File: src/wlf_pkg.sv
`default_nettype none

package wlf_pkg;

    localparam int unsigned BYTE_W      = 8;
    localparam int unsigned CNT_W       = 6;
    localparam int unsigned QUEUE_DEPTH = 2;

    localparam logic [BYTE_W-1:0] SPACE_CHAR = 8'h20;
    localparam logic [BYTE_W-1:0] NUL_CHAR   = 8'h00;
    localparam logic [BYTE_W-1:0] TAB_CHAR   = 8'h09;
    localparam logic [BYTE_W-1:0] CR_CHAR    = 8'h0D;

    // at most one command per accepted byte: separator, held word, one byte, terminator
    typedef struct packed {
        logic              sep;
        logic [CNT_W-1:0]  cnt;
        logic              byte_v;
        logic [BYTE_W-1:0] byte_val;
        logic              byte_last;
        logic              zero_end;
    } cmd_t;

    function automatic logic is_space(input logic [BYTE_W-1:0] b);
        return b inside {SPACE_CHAR, [TAB_CHAR:CR_CHAR]};
    endfunction

    function automatic logic cmd_empty(input cmd_t c);
        return !c.sep && (c.cnt == '0) && !c.byte_v && !c.zero_end;
    endfunction

endpackage

`default_nettype wire

File: src/wlf_ram.sv
`default_nettype none

module wlf_ram #(
    parameter int unsigned WIDTH = 8,
    parameter int unsigned DEPTH = 32,
    localparam int unsigned AW   = (DEPTH > 1) ? $clog2(DEPTH) : 1
) (
    input  wire logic             clk,
    input  wire logic             we,
    input  wire logic [AW-1:0]    waddr,
    input  wire logic [WIDTH-1:0] wdata,
    input  wire logic             re,
    input  wire logic [AW-1:0]    raddr,
    output logic      [WIDTH-1:0] rdata
);

    logic [WIDTH-1:0] mem [DEPTH];
    logic [WIDTH-1:0] rdata_reg;

    always_ff @(posedge clk)
    begin
        if (we)
        begin
            mem[waddr] <= wdata;
        end
        if (re)
        begin
            rdata_reg <= mem[raddr];
        end
    end

    assign rdata = rdata_reg;

endmodule

`default_nettype wire

File: src/wlf_front.sv
`default_nettype none

module wlf_front
    import wlf_pkg::*;
#(
    parameter int unsigned MAX_DROP_LENGTH = 32,
    localparam int unsigned AW = (MAX_DROP_LENGTH > 1) ? $clog2(MAX_DROP_LENGTH) : 1
) (
    input  wire logic              clk,
    input  wire logic              rst_n,
    input  wire logic              cfg_write,
    input  wire logic [CNT_W-1:0]  cfg_data,
    input  wire logic              in_valid,
    output logic                   in_stall,
    input  wire logic [BYTE_W-1:0] text_byte,
    input  wire logic              final_byte,
    input  wire logic              q_ready,
    output logic                   q_push,
    output cmd_t                   q_cmd,
    input  wire logic              flush_done,
    output logic                   st_we,
    output logic      [AW-1:0]     st_addr,
    output logic      [BYTE_W-1:0] st_data
);

    localparam logic [CNT_W-1:0] MAX_CNT = CNT_W'(MAX_DROP_LENGTH);

    logic [CNT_W-1:0] drop_len_reg;
    logic [CNT_W-1:0] held_reg, held_next, held_mid;
    logic             str_reg, str_next, str_mid;
    logic             nky_reg, nky_next, nky_mid;
    logic             flush_pend_reg, flush_pend_next;
    logic             accept, ending, store_byte;
    cmd_t             cmd;

    assign in_stall = !q_ready || flush_pend_reg;
    assign accept   = in_valid && !in_stall;
    assign ending   = (text_byte == NUL_CHAR) || final_byte;

    // classify the byte against the word state
    always_comb
    begin
        cmd          = '0;
        cmd.byte_val = text_byte;
        held_mid     = held_reg;
        str_mid      = str_reg;
        nky_mid      = nky_reg;
        store_byte   = 1'b0;
        if (drop_len_reg == '0)
        begin
            cmd.byte_v    = 1'b1;
            cmd.byte_last = ending;
        end
        else
        begin
            if (text_byte != NUL_CHAR)
            begin
                if (is_space(text_byte))
                begin
                    if ((held_reg != '0) && (held_reg != drop_len_reg))
                    begin
                        cmd.sep = !nky_reg;
                        cmd.cnt = held_reg;
                        nky_mid = 1'b0;
                    end
                    held_mid = '0;
                    str_mid  = 1'b0;
                end
                else if (str_reg)
                begin
                    cmd.byte_v = 1'b1;
                end
                else if ((held_reg < MAX_CNT) && (held_reg < drop_len_reg))
                begin
                    store_byte = 1'b1;
                    held_mid   = held_reg + CNT_W'(1);
                end
                else
                begin
                    cmd.sep    = !nky_reg;
                    cmd.cnt    = held_reg;
                    cmd.byte_v = 1'b1;
                    nky_mid    = 1'b0;
                    held_mid   = '0;
                    str_mid    = 1'b1;
                end
            end
            if (ending)
            begin
                if ((held_mid != '0) && (held_mid != drop_len_reg))
                begin
                    cmd.sep = !nky_mid;
                    cmd.cnt = held_mid;
                end
                // full store plus separator plus byte: terminator replaces the byte
                if (cmd.byte_v && cmd.sep && (cmd.cnt == MAX_CNT))
                begin
                    cmd.byte_v = 1'b0;
                end
                cmd.zero_end = 1'b1;
            end
        end
    end

    always_comb
    begin
        if (ending)
        begin
            held_next = '0;
            str_next  = 1'b0;
            nky_next  = 1'b1;
        end
        else
        begin
            held_next = held_mid;
            str_next  = str_mid;
            nky_next  = nky_mid;
        end
    end

    assign q_push  = accept && !cmd_empty(cmd);
    assign q_cmd   = cmd;
    assign st_we   = accept && store_byte;
    assign st_addr = held_reg[AW-1:0];
    assign st_data = text_byte;

    always_comb
    begin
        flush_pend_next = flush_pend_reg;
        if (q_push && (cmd.cnt != '0))
        begin
            flush_pend_next = 1'b1;
        end
        else if (flush_done)
        begin
            flush_pend_next = 1'b0;
        end
    end

    always_ff @(posedge clk or negedge rst_n)
    begin
        if (!rst_n)
        begin
            drop_len_reg   <= '0;
            held_reg       <= '0;
            str_reg        <= 1'b0;
            nky_reg        <= 1'b1;
            flush_pend_reg <= 1'b0;
        end
        else
        begin
            if (cfg_write)
            begin
                drop_len_reg <= cfg_data;
            end
            if (accept)
            begin
                held_reg <= held_next;
                str_reg  <= str_next;
                nky_reg  <= nky_next;
            end
            flush_pend_reg <= flush_pend_next;
        end
    end

`ifndef SYNTH
    a_store_in_range: assert property (@(posedge clk) disable iff (!rst_n)
        st_we |-> (held_reg < MAX_CNT))
        else $error("word store written past its depth");

    a_flush_blocks: assert property (@(posedge clk) disable iff (!rst_n)
        (q_push && (cmd.cnt != '0)) |=> flush_pend_reg)
        else $error("flush issued without holding off input");
`endif

endmodule

`default_nettype wire

File: src/wlf_queue.sv
`default_nettype none

module wlf_queue
    import wlf_pkg::*;
(
    input  wire logic clk,
    input  wire logic rst_n,
    input  wire logic push,
    input  cmd_t      push_cmd,
    output logic      ready,
    input  wire logic pop,
    output logic      head_valid,
    output cmd_t      head_cmd
);

    localparam int unsigned PW = (QUEUE_DEPTH > 1) ? $clog2(QUEUE_DEPTH) : 1;
    localparam int unsigned CW = $clog2(QUEUE_DEPTH + 1);
    localparam logic [PW-1:0] LAST_PTR = PW'(QUEUE_DEPTH - 1);
    localparam logic [CW-1:0] FULL_CNT = CW'(QUEUE_DEPTH);

    cmd_t            entry_reg [QUEUE_DEPTH];
    logic [PW-1:0]   wr_ptr_reg, rd_ptr_reg;
    logic [CW-1:0]   count_reg, count_next;

    assign ready      = (count_reg != FULL_CNT);
    assign head_valid = (count_reg != '0);
    assign head_cmd   = entry_reg[rd_ptr_reg];

    always_comb
    begin
        count_next = count_reg;
        if (push && !pop)
        begin
            count_next = count_reg + CW'(1);
        end
        else if (pop && !push)
        begin
            count_next = count_reg - CW'(1);
        end
    end

    always_ff @(posedge clk)
    begin
        if (push)
        begin
            entry_reg[wr_ptr_reg] <= push_cmd;
        end
    end

    always_ff @(posedge clk or negedge rst_n)
    begin
        if (!rst_n)
        begin
            wr_ptr_reg <= '0;
            rd_ptr_reg <= '0;
            count_reg  <= '0;
        end
        else
        begin
            if (push)
            begin
                wr_ptr_reg <= (wr_ptr_reg == LAST_PTR) ? '0 : wr_ptr_reg + PW'(1);
            end
            if (pop)
            begin
                rd_ptr_reg <= (rd_ptr_reg == LAST_PTR) ? '0 : rd_ptr_reg + PW'(1);
            end
            count_reg <= count_next;
        end
    end

`ifndef SYNTH
    a_no_overflow: assert property (@(posedge clk) disable iff (!rst_n)
        push |-> (count_reg != FULL_CNT))
        else $error("command queue overflow");
`endif

endmodule

`default_nettype wire

File: src/wlf_back.sv
`default_nettype none

module wlf_back
    import wlf_pkg::*;
#(
    parameter int unsigned MAX_DROP_LENGTH = 32,
    localparam int unsigned AW = (MAX_DROP_LENGTH > 1) ? $clog2(MAX_DROP_LENGTH) : 1
) (
    input  wire logic              clk,
    input  wire logic              rst_n,
    input  wire logic              q_valid,
    output logic                   q_pop,
    input  cmd_t                   q_cmd,
    output logic                   rd_en,
    output logic      [AW-1:0]     rd_addr,
    input  wire logic [BYTE_W-1:0] rd_data,
    output logic                   flush_done,
    output logic                   out_valid,
    input  wire logic              out_stall,
    output logic      [BYTE_W-1:0] out_byte,
    output logic                   out_last
);

    typedef enum logic [5:0] {
        S_IDLE = 6'b000001,
        S_SEP  = 6'b000010,
        S_RD   = 6'b000100,
        S_DAT  = 6'b001000,
        S_BYTE = 6'b010000,
        S_ZERO = 6'b100000
    } back_state_t;

    function automatic back_state_t first_state(input cmd_t c);
        back_state_t s;
        if (c.sep)
        begin
            s = S_SEP;
        end
        else if (c.cnt != '0)
        begin
            s = S_RD;
        end
        else if (c.byte_v)
        begin
            s = S_BYTE;
        end
        else
        begin
            s = S_ZERO;
        end
        return s;
    endfunction

    back_state_t       state_reg, state_next;
    back_state_t       after_sep, after_dat, after_byte;
    cmd_t              cmd_reg, cmd_next;
    logic [CNT_W-1:0]  idx_reg, idx_next;
    logic              out_valid_reg, out_valid_next;
    logic [BYTE_W-1:0] out_byte_reg, out_byte_next;
    logic              out_last_reg, out_last_next;
    logic              out_free, emit;

    assign out_free = !out_valid_reg || !out_stall;

    // remaining phases of the current command
    assign after_byte = cmd_reg.zero_end ? S_ZERO : S_IDLE;
    assign after_dat  = cmd_reg.byte_v ? S_BYTE : after_byte;
    assign after_sep  = (cmd_reg.cnt != '0) ? S_RD : after_dat;

    assign rd_addr = idx_reg[AW-1:0];

    always_comb
    begin
        state_next    = state_reg;
        cmd_next      = cmd_reg;
        idx_next      = idx_reg;
        emit          = 1'b0;
        out_byte_next = out_byte_reg;
        out_last_next = out_last_reg;
        rd_en         = 1'b0;
        flush_done    = 1'b0;
        q_pop         = 1'b0;
        case (state_reg)
            S_IDLE:
            begin
                state_next = S_IDLE;
            end
            S_SEP:
            begin
                if (out_free)
                begin
                    emit          = 1'b1;
                    out_byte_next = SPACE_CHAR;
                    out_last_next = 1'b0;
                    state_next    = after_sep;
                end
            end
            S_RD:
            begin
                rd_en      = 1'b1;
                state_next = S_DAT;
            end
            S_DAT:
            begin
                if (out_free)
                begin
                    emit          = 1'b1;
                    out_byte_next = rd_data;
                    out_last_next = 1'b0;
                    idx_next      = idx_reg + CNT_W'(1);
                    if ((idx_reg + CNT_W'(1)) == cmd_reg.cnt)
                    begin
                        flush_done = 1'b1;
                        state_next = after_dat;
                    end
                    else
                    begin
                        state_next = S_RD;
                    end
                end
            end
            S_BYTE:
            begin
                if (out_free)
                begin
                    emit          = 1'b1;
                    out_byte_next = cmd_reg.byte_val;
                    out_last_next = cmd_reg.byte_last;
                    state_next    = after_byte;
                end
            end
            S_ZERO:
            begin
                if (out_free)
                begin
                    emit          = 1'b1;
                    out_byte_next = NUL_CHAR;
                    out_last_next = 1'b1;
                    state_next    = S_IDLE;
                end
            end
            default:
            begin
                state_next = S_IDLE;
            end
        endcase
        // command done: pick up the next one in the same cycle
        if ((state_next == S_IDLE) && q_valid)
        begin
            q_pop      = 1'b1;
            cmd_next   = q_cmd;
            idx_next   = '0;
            state_next = first_state(q_cmd);
        end
    end

    always_comb
    begin
        out_valid_next = out_valid_reg;
        if (emit)
        begin
            out_valid_next = 1'b1;
        end
        else if (!out_stall)
        begin
            out_valid_next = 1'b0;
        end
    end

    always_ff @(posedge clk)
    begin
        cmd_reg      <= cmd_next;
        out_byte_reg <= out_byte_next;
        out_last_reg <= out_last_next;
    end

    always_ff @(posedge clk or negedge rst_n)
    begin
        if (!rst_n)
        begin
            state_reg     <= S_IDLE;
            idx_reg       <= '0;
            out_valid_reg <= 1'b0;
        end
        else
        begin
            state_reg     <= state_next;
            idx_reg       <= idx_next;
            out_valid_reg <= out_valid_next;
        end
    end

    assign out_valid = out_valid_reg;
    assign out_byte  = out_byte_reg;
    assign out_last  = out_last_reg;

`ifndef SYNTH
    a_dat_after_read: assert property (@(posedge clk) disable iff (!rst_n)
        (state_reg == S_DAT) |-> ($past(state_reg) == S_RD || $past(state_reg) == S_DAT))
        else $error("word byte taken without a store read");

    a_pop_nonempty: assert property (@(posedge clk) disable iff (!rst_n)
        q_pop |-> !cmd_empty(q_cmd))
        else $error("empty command reached the output sequencer");
`endif

endmodule

`default_nettype wire

File: src/word_length_filter.sv
// word_length_filter removes every word of one length from a byte stream of text.
// text comes in one byte per transfer on in_valid/in_stall (text_byte, final_byte);
// kept words leave on out_valid/out_stall joined by single spaces, and a zero
// byte or a byte with final_byte set closes the text with a terminating zero
// flagged out_last (with drop_length 0, that byte itself is flagged out_last).
// drop_length must be written through cfg_write/cfg_data only while the block
// is idle; the block itself does not enforce this. 0 passes every byte through
// unchanged. a front stage classifies each byte, keeps the word state and writes
// word bytes into a MAX_DROP_LENGTH entry word store; a two-entry command queue
// feeds an output sequencer that emits separators, held words, streamed bytes
// and terminators. a held word is flushed as a separator where one is due, then
// for each byte a store read followed by an output load; input is held off
// until the last byte of that flush has left the store for the output register.
// the word store needs no clearing after reset.

`default_nettype none

module word_length_filter
    import wlf_pkg::*;
#(
    parameter int unsigned MAX_DROP_LENGTH = 32
) (
    input  wire logic              clk,
    input  wire logic              rst_n,

    // configuration: drop length register
    input  wire logic              cfg_write,
    input  wire logic [CNT_W-1:0]  cfg_data,

    // input text bytes
    input  wire logic              in_valid,
    output logic                   in_stall,
    input  wire logic [BYTE_W-1:0] text_byte,
    input  wire logic              final_byte,

    // filtered text bytes
    output logic                   out_valid,
    input  wire logic              out_stall,
    output logic      [BYTE_W-1:0] out_byte,
    output logic                   out_last
);

    localparam int unsigned AW = (MAX_DROP_LENGTH > 1) ? $clog2(MAX_DROP_LENGTH) : 1;

    // front to queue
    logic              q_push, q_ready;
    cmd_t              q_in_cmd;

    // queue to back
    logic              q_valid, q_pop;
    cmd_t              q_head_cmd;

    // word store ports
    logic              st_we;
    logic [AW-1:0]     st_addr;
    logic [BYTE_W-1:0] st_data;
    logic              rd_en;
    logic [AW-1:0]     rd_addr;
    logic [BYTE_W-1:0] rd_data;

    // back tells front the held word has been read out
    logic              flush_done;

    wlf_front #(
        .MAX_DROP_LENGTH (MAX_DROP_LENGTH)
    ) u_front (
        .clk        (clk),
        .rst_n      (rst_n),
        .cfg_write  (cfg_write),
        .cfg_data   (cfg_data),
        .in_valid   (in_valid),
        .in_stall   (in_stall),
        .text_byte  (text_byte),
        .final_byte (final_byte),
        .q_ready    (q_ready),
        .q_push     (q_push),
        .q_cmd      (q_in_cmd),
        .flush_done (flush_done),
        .st_we      (st_we),
        .st_addr    (st_addr),
        .st_data    (st_data)
    );

    wlf_ram #(
        .WIDTH (BYTE_W),
        .DEPTH (MAX_DROP_LENGTH)
    ) u_word_store (
        .clk   (clk),
        .we    (st_we),
        .waddr (st_addr),
        .wdata (st_data),
        .re    (rd_en),
        .raddr (rd_addr),
        .rdata (rd_data)
    );

    wlf_queue u_queue (
        .clk        (clk),
        .rst_n      (rst_n),
        .push       (q_push),
        .push_cmd   (q_in_cmd),
        .ready      (q_ready),
        .pop        (q_pop),
        .head_valid (q_valid),
        .head_cmd   (q_head_cmd)
    );

    wlf_back #(
        .MAX_DROP_LENGTH (MAX_DROP_LENGTH)
    ) u_back (
        .clk        (clk),
        .rst_n      (rst_n),
        .q_valid    (q_valid),
        .q_pop      (q_pop),
        .q_cmd      (q_head_cmd),
        .rd_en      (rd_en),
        .rd_addr    (rd_addr),
        .rd_data    (rd_data),
        .flush_done (flush_done),
        .out_valid  (out_valid),
        .out_stall  (out_stall),
        .out_byte   (out_byte),
        .out_last   (out_last)
    );

`ifndef SYNTH
    a_store_quiet_in_flush: assert property (@(posedge clk) disable iff (!rst_n)
        rd_en |-> !st_we)
        else $error("word store written while a held word is read out");
`endif

endmodule

`default_nettype wire
File: config.mk
export PLATFORM = sky130hd
export DESIGN_NAME = word_length_filter
export DESIGN_NICKNAME = d
export VERILOG_FILES = /design/src/wlf_pkg.sv /design/src/wlf_ram.sv /design/src/wlf_front.sv /design/src/wlf_queue.sv /design/src/wlf_back.sv /design/src/word_length_filter.sv
export SDC_FILE = /design/constraint.sdc
export NUM_CORES = 1
export LEC_CHECK = 0
export BUFFER_PORTS_ARGS = -buffer_cell sky130_fd_sc_hd__buf_2
export CAP_MARGIN = 20
export CORE_MARGIN = 1
export CORE_UTILIZATION = 28
export DETAILED_ROUTE_END_ITERATION = 12
export GPL_ROUTABILITY_DRIVEN = 0
export PLACE_DENSITY_LB_ADDON = 0.25
export SLEW_MARGIN = 20
export SYNTH_ARGS = -nofsm -noshare
export SYNTH_HDL_FRONTEND = slang
export SYNTH_SLANG_ARGS = --single-unit
File: constraint.sdc
create_clock -name clk -period 7.4 [get_ports clk]
set_input_delay 1.48 -clock clk [delete_from_list [all_inputs] [get_ports clk]]
set_output_delay 1.48 -clock clk [all_outputs]
set_load 0.02 [all_outputs]
Yosys cells after proc, flatten, opt, wreduce, memory -nomap -nowiden
Memories as Yosys holds them, arrays and structs flattened. A register that Yosys moved wholly into a read port is not among the register bits.
Index checks and enable logic that the tools add are counted.
- register bits after elaboration: 58
- memories kept: 2
- input port bits: 20
- RAM bits: 292
- word-level logic and storage cells: 193
- output and inout port bits: 11
- memory list (name ; depth ; width ; read ports ; clocked after Yosys merged registers in ; wr ports ; line ; text):
    u_word_store.mem ; 32 ; 8 ; 1 ; 1 ; 1 ; wlf_ram.sv:17 ; logic [WIDTH-1:0] mem [DEPTH];
    u_queue.entry_reg ; 2 ; 18 ; 1 ; 0 ; 1 ; wlf_queue.sv:21 ; cmd_t entry_reg [QUEUE_DEPTH];
- $add $sub $neg: 6
- muxes and demuxes: 88
- reduce and logical (&&, ||, !) cells: 56
- order comparisons: 4
- eq/ne operators: 19
- operators by type and width (operator ; count):
    6-bit 2-to-1 mux ; 22
    8-bit 2-to-1 mux ; 8
    7-bit 2-to-1 mux ; 7
    1-bit 2-to-1 mux ; 46
    8-bit one-hot mux with 4 select lines ; 1
    6-bit one-hot mux with 5 select lines ; 1
    6-bit nonzero test ; 5
    1-bit logical AND ; 16
    2-bit by 1-bit inequality test with 1-bit output, second input constant ; 7
    2-bit nonzero test ; 7
    6-bit by 1-bit adder with 6-bit output, second input constant ; 2
    6-bit equality test, second input constant ; 2
    1-bit zero test ; 12
    6-bit zero test ; 2
    6-bit inequality test ; 2
    8-bit by 6-bit equality test with 1-bit output, second input constant ; 1
    8-bit by 4-bit >= comparator with 1-bit output, second input constant ; 1
    8-bit by 4-bit <= comparator with 1-bit output, second input constant ; 1
    8-bit zero test ; 1
    8-bit nonzero test ; 1
    6-bit by 1-bit equality test with 1-bit output, second input constant ; 1
    6-bit by 2-bit equality test with 1-bit output, second input constant ; 1
    6-bit by 3-bit equality test with 1-bit output, second input constant ; 1
    6-bit by 4-bit equality test with 1-bit output, second input constant ; 1
    other kinds (19) ; 24

Longest topological paths before layout
- depth in word-level cells: 27
- mapped depth: 15
- gate-level depth less buffers: 14

Hierarchy
Synthesis repeated with hierarchy kept, for this count alone.
- cells, all modules: 903
- area, all modules: 15587.4 µm²
- modules (own cells, without submodules) (module ; times used ; cells each ; area an instance (µm²)):
    wlf_ram ; 1 ; 417 ; 10133.5
    wlf_back ; 1 ; 183 ; 2094.5
    wlf_front ; 1 ; 231 ; 1821.7
    wlf_queue ; 1 ; 72 ; 1537.7

Worst setup path after synthesis
No wires, ideal clock.
- kind: input to register
- start point: input port text_byte[5]
- end point: memory u_queue.entry_reg[0][0] (netlist name) (enable)
- data required time: 7005 ps
- data arrival time: 4065 ps
- buffers on the path: 1
- setup slack: 2940 ps
- stages: 10
- path through: buf_2 -> or4b_1 -> a21o_1 -> a211oi_1 -> a21oi_1 -> nor2_1 -> nand2_1 -> nand4_1 -> o21a_1 -> nor2b_1
- longest elaborated chain between the ends: 23
- elaborated cells between the ends (all ways): 45
- classes of those cells: 2 x order compare; 3 x eq/ne; 21 x mux; 19 x reduce/logical
- ends and longest elaborated chain (what ; line ; text):
    start: declaration ; word_length_filter.sv:33 ; input wire logic [BYTE_W-1:0] text_byte,
    8-bit by 4-bit >= comparator with 1-bit output or 8-bit by 4-bit <= comparator with 1-bit output (tied branches) ; wlf_pkg.sv:25 ; return b inside {SPACE_CHAR, [TAB_CHAR:CR_CHAR]};
    1-bit logical AND ; wlf_pkg.sv:25 ;
    2-bit nonzero test ; wlf_pkg.sv:25 ;
    6-bit 2-to-1 mux ; wlf_front.sv:58 ; if (is_space(text_byte))
    6-bit 2-to-1 mux ; wlf_front.sv:56 ; if (text_byte != NUL_CHAR)
    6-bit 2-to-1 mux ; wlf_front.sv:49 ; if (drop_len_reg == '0)
    6-bit inequality test or 6-bit nonzero test (tied branches) ; wlf_front.sv:90 ; if ((held_mid != '0) && (held_mid != drop_len_reg))
    1-bit logical AND ; wlf_front.sv:90 ;
    [7 not listed] ; n/a ;
    1-bit 2-to-1 mux ; wlf_front.sv:49 ;
    1-bit zero test ; wlf_pkg.sv:29 ; return !c.sep && (c.cnt == '0) && !c.byte_v && !c.zero_end;
    1-bit logical AND ; wlf_pkg.sv:29 ;
    1-bit logical AND (*) ; wlf_pkg.sv:29 ;
    1-bit zero test (*) ; wlf_front.sv:121 ; assign q_push = accept && !cmd_empty(cmd);
    1-bit logical AND (*) ; wlf_front.sv:121 ;
    1-bit 2-to-1 mux (*) ; wlf_queue.sv:44 ; if (push)
    1-bit 2-to-1 mux (not written as such) (*) ; wlf_queue.sv:46 ; entry_reg[wr_ptr_reg] <= push_cmd;
    end: declaration ; wlf_queue.sv:21 ;
Every way passes the cells marked *; elsewhere a longest branch is shown, timed or not. The select of a mux whose other input is x is not followed.

Final worst setup path
- start point: input port text_byte[5]
- end point: memory u_queue.entry_reg[1][3] (netlist name) (enable)
The elaborated chain is that of the path after synthesis.

==> out/results.tsv <==
metric	value	unit
drv_slew	0	
drc	0	
vdd_ir_drop_max	0.170	mV
antenna_cells	0	
via_per_inst	4.83	
synth-main-ff-cell	edfxtp_1	
worstMarginPinSlew	1.09	ns
period_minus_slack	4.47	ns
cts_sinks	358	
wl	35200	um
post-cts-setup-buffer-count	0	
synth_area	15200	um^2
port_buffers	30	
critPathMaxStageDelay	0.70	ns
drive_above_1_share	23.7	%
yosysSeqAreaShare	69.9	%
critPathMaxFanout	43	
syn_to_final_growth	14.8	%
synth_top_cells_by_count	edfxtp_1, mux4_2, nor2_1	
pre_cts_ws	2.33	ns
synthSimpleGateAreaFrac	6.92	%
final.setup.tns	0	ns
finalCoreUtilization	32.8	%
overflow	0	
status	completed	
reg2reg_from	u_back.idx_reg[1]	
rr_endpoint	u_queue.count_reg[1]	
end_kind	flip-flop	
power.leakage	0.00557	uW
htree_levels	2	
largest_reg_flops	256	
synth_top_family_by_area	multiplexers	
reg2reg_depth	13	
maxCapViolCount	0	
place_area	16100	um^2
die_h	235	um
maxClockFrequency	224	MHz
cp_slowest_cell	and2_1	
dp_hpwl	22100	um
worst_hold_slack	0.487	ns
dieArea	55100	um^2
hold_violations	0	
core_area	53000	um^2
netlist-cell-type-count	73	
worstPathBufferInverterCount	1	
ant_nets	0	
synth_top_area_share	64.6	%
critPathArrivalTime	4.65	ns
path_depth	10	
io_pins	31	
dr.first_iter.drc_count	602	
synth-seq-cells	358	
synthMuxAreaShare	14.0	%
crit_chain	buf_2 -> or4b_1 -> a21o_1 -> a211oi_1 -> a21oi_1 -> nor2_1 -> nand2_1 -> nand4_1 -> o21a_1 -> and2_1	
yosysMostFrequentCell	edfxtp_1	
setup_viol	0	
synth-xor-area-share	1.39	%
start_util	28.6	%
p_per_area	324	nW/um^2
ys_async_sr_fraction	8.94	%
vias	7976	
wire_per_inst	21.3	um
timing.final.ws_setup	2.93	ns
syn_area_per_cell	17.2	um^2
slew_headroom	27.5	%
root_buffer	clkbuf_16	
hold_class	reg2reg	
cts_resized	0	
cts-buffers-inserted	41	
finalNetCount	963	
r2r_setup_slack	3.32	ns
syn-num-nets	915	
cts.path.max_buffers	3	
synth_compound_area_share	5.38	%
start_kind	input pin	
first_pass_iters	5	
worstSetupPathType	in2reg	
tritoncts	done	
endpoint	u_queue.entry_reg[1][3]	
crit_family	simple AND/OR/NAND/NOR gates	
synth_top_area_cell	edfxtp_1	
antenna_found_initial	0	
synthTopCellsByArea	edfxtp_1, mux4_2, dfrtp_1, mux2_2, nor2_1	
cp_data_required_time	7.57	ns
die_w	235	um
synth-adder-area-share	0.991	%
skew	0.0151	ns
clk_pin_slew	0.06	ns
min_period_over_period	60.4	%
grt_usage	13.0	%
netlist_instances	883	
final_area	17400	um^2
yosysWarnings	0	
grt_pass1_wl	54300	um
rows	84	
first_global_vias	8497	
cts_hold_buf	0	
insertion_delay	0.55	ns
synth_edf_count	326	
startpoint	text_byte[5]	
rsz0062_at_grt	no	
grt_max_degree	68	
==> routing by layer <==
layer	vias to the layer above	GRT usage (%)	part of all wire, %
met5	-	0	0
met3	51	2.31	3.9
li1	3653	-	-
met4	0	4.01	2.1
met1	4094	16.9	44
met2	178	22.0	50
==> where the power goes <==
part	switching, uW	total (uW)	internal (uW)
sequential	170	2630	2460
clock	812	1930	1120
combinational	610	1070	456
total	1590	5630	4040
==> cell usage in the layout, fill, tap and decap left out, types with 3 or more instances in the layout <==
cell type    n
clkbuf_16   42
a211oi_1     7
a21o_1       5
a21oi_1     18
edfxtp_1   326
xnor2_1     13
and2_1       4
nand3b_1     3
a31oi_1      5
nor4_1       3
and3_1      10
xor2_1      11
inv_1       18
nand3_1     20
a31o_2       3
a22o_1       9
mux2_2      27
buf_4       12
ha_1        12
clkinv_1     6
clkbuf_1    10
o21ai_0     24
mux4_2      80
clkinv_2     9
or3_1        9
nor3b_1      3
o221ai_1     3
dfrtp_1     28
nor2b_1      7
nor3_1      13
nand2_1     40
buf_2       30
o22ai_1      5
a22oi_1      5
nor2_1      78
==> how the worst min path moves through the flow <==
stage | startpoint | end | depth (start not counted)
final | u_queue.count_reg[1] | u_queue.count_reg[1] | 1
after global routing | u_queue.wr_ptr_reg | u_queue.wr_ptr_reg | 1
after floorplan | u_queue.wr_ptr_reg | u_queue.wr_ptr_reg | 1
after detailed placement | u_queue.count_reg[1] | u_queue.count_reg[1] | 1
after global placement | u_queue.wr_ptr_reg | u_queue.wr_ptr_reg | 1
after CTS | u_queue.count_reg[1] | u_queue.count_reg[1] | 1
==> metrics by stage <==
step / total power [uW] / instances
6_report: 5630 / 1650
5_1_grt: 5900 / 1650
4_1_cts: 5720 / 1650
3_5_place_dp: 3760 / 1576
3_3_place_gp: 3760 / 1576
2_1_floorplan: 3380 / 883
==> area by class of cell <==
| type | instances | area (um^2) |
|---|---|---|
| clock buffers | 52 | 1090 |
| clock inverters | 22 | 181 |
| fillers | 5173 | 35600 |
| inverters | 18 | 67.6 |
| multi-input cells | 470 | 4360 |
| flip-flops and latches | 358 | 10600 |
| well taps | 688 | 861 |
| repair buffers | 42 | 240 |
==> cell families after synthesis <==
group	Yosys count
flops	358
mux	109
xor+xnor	24
compound gates	113
buf+inv	55
simple gates	212
fa+ha+maj	12
(Power assumes the default switching activity.)
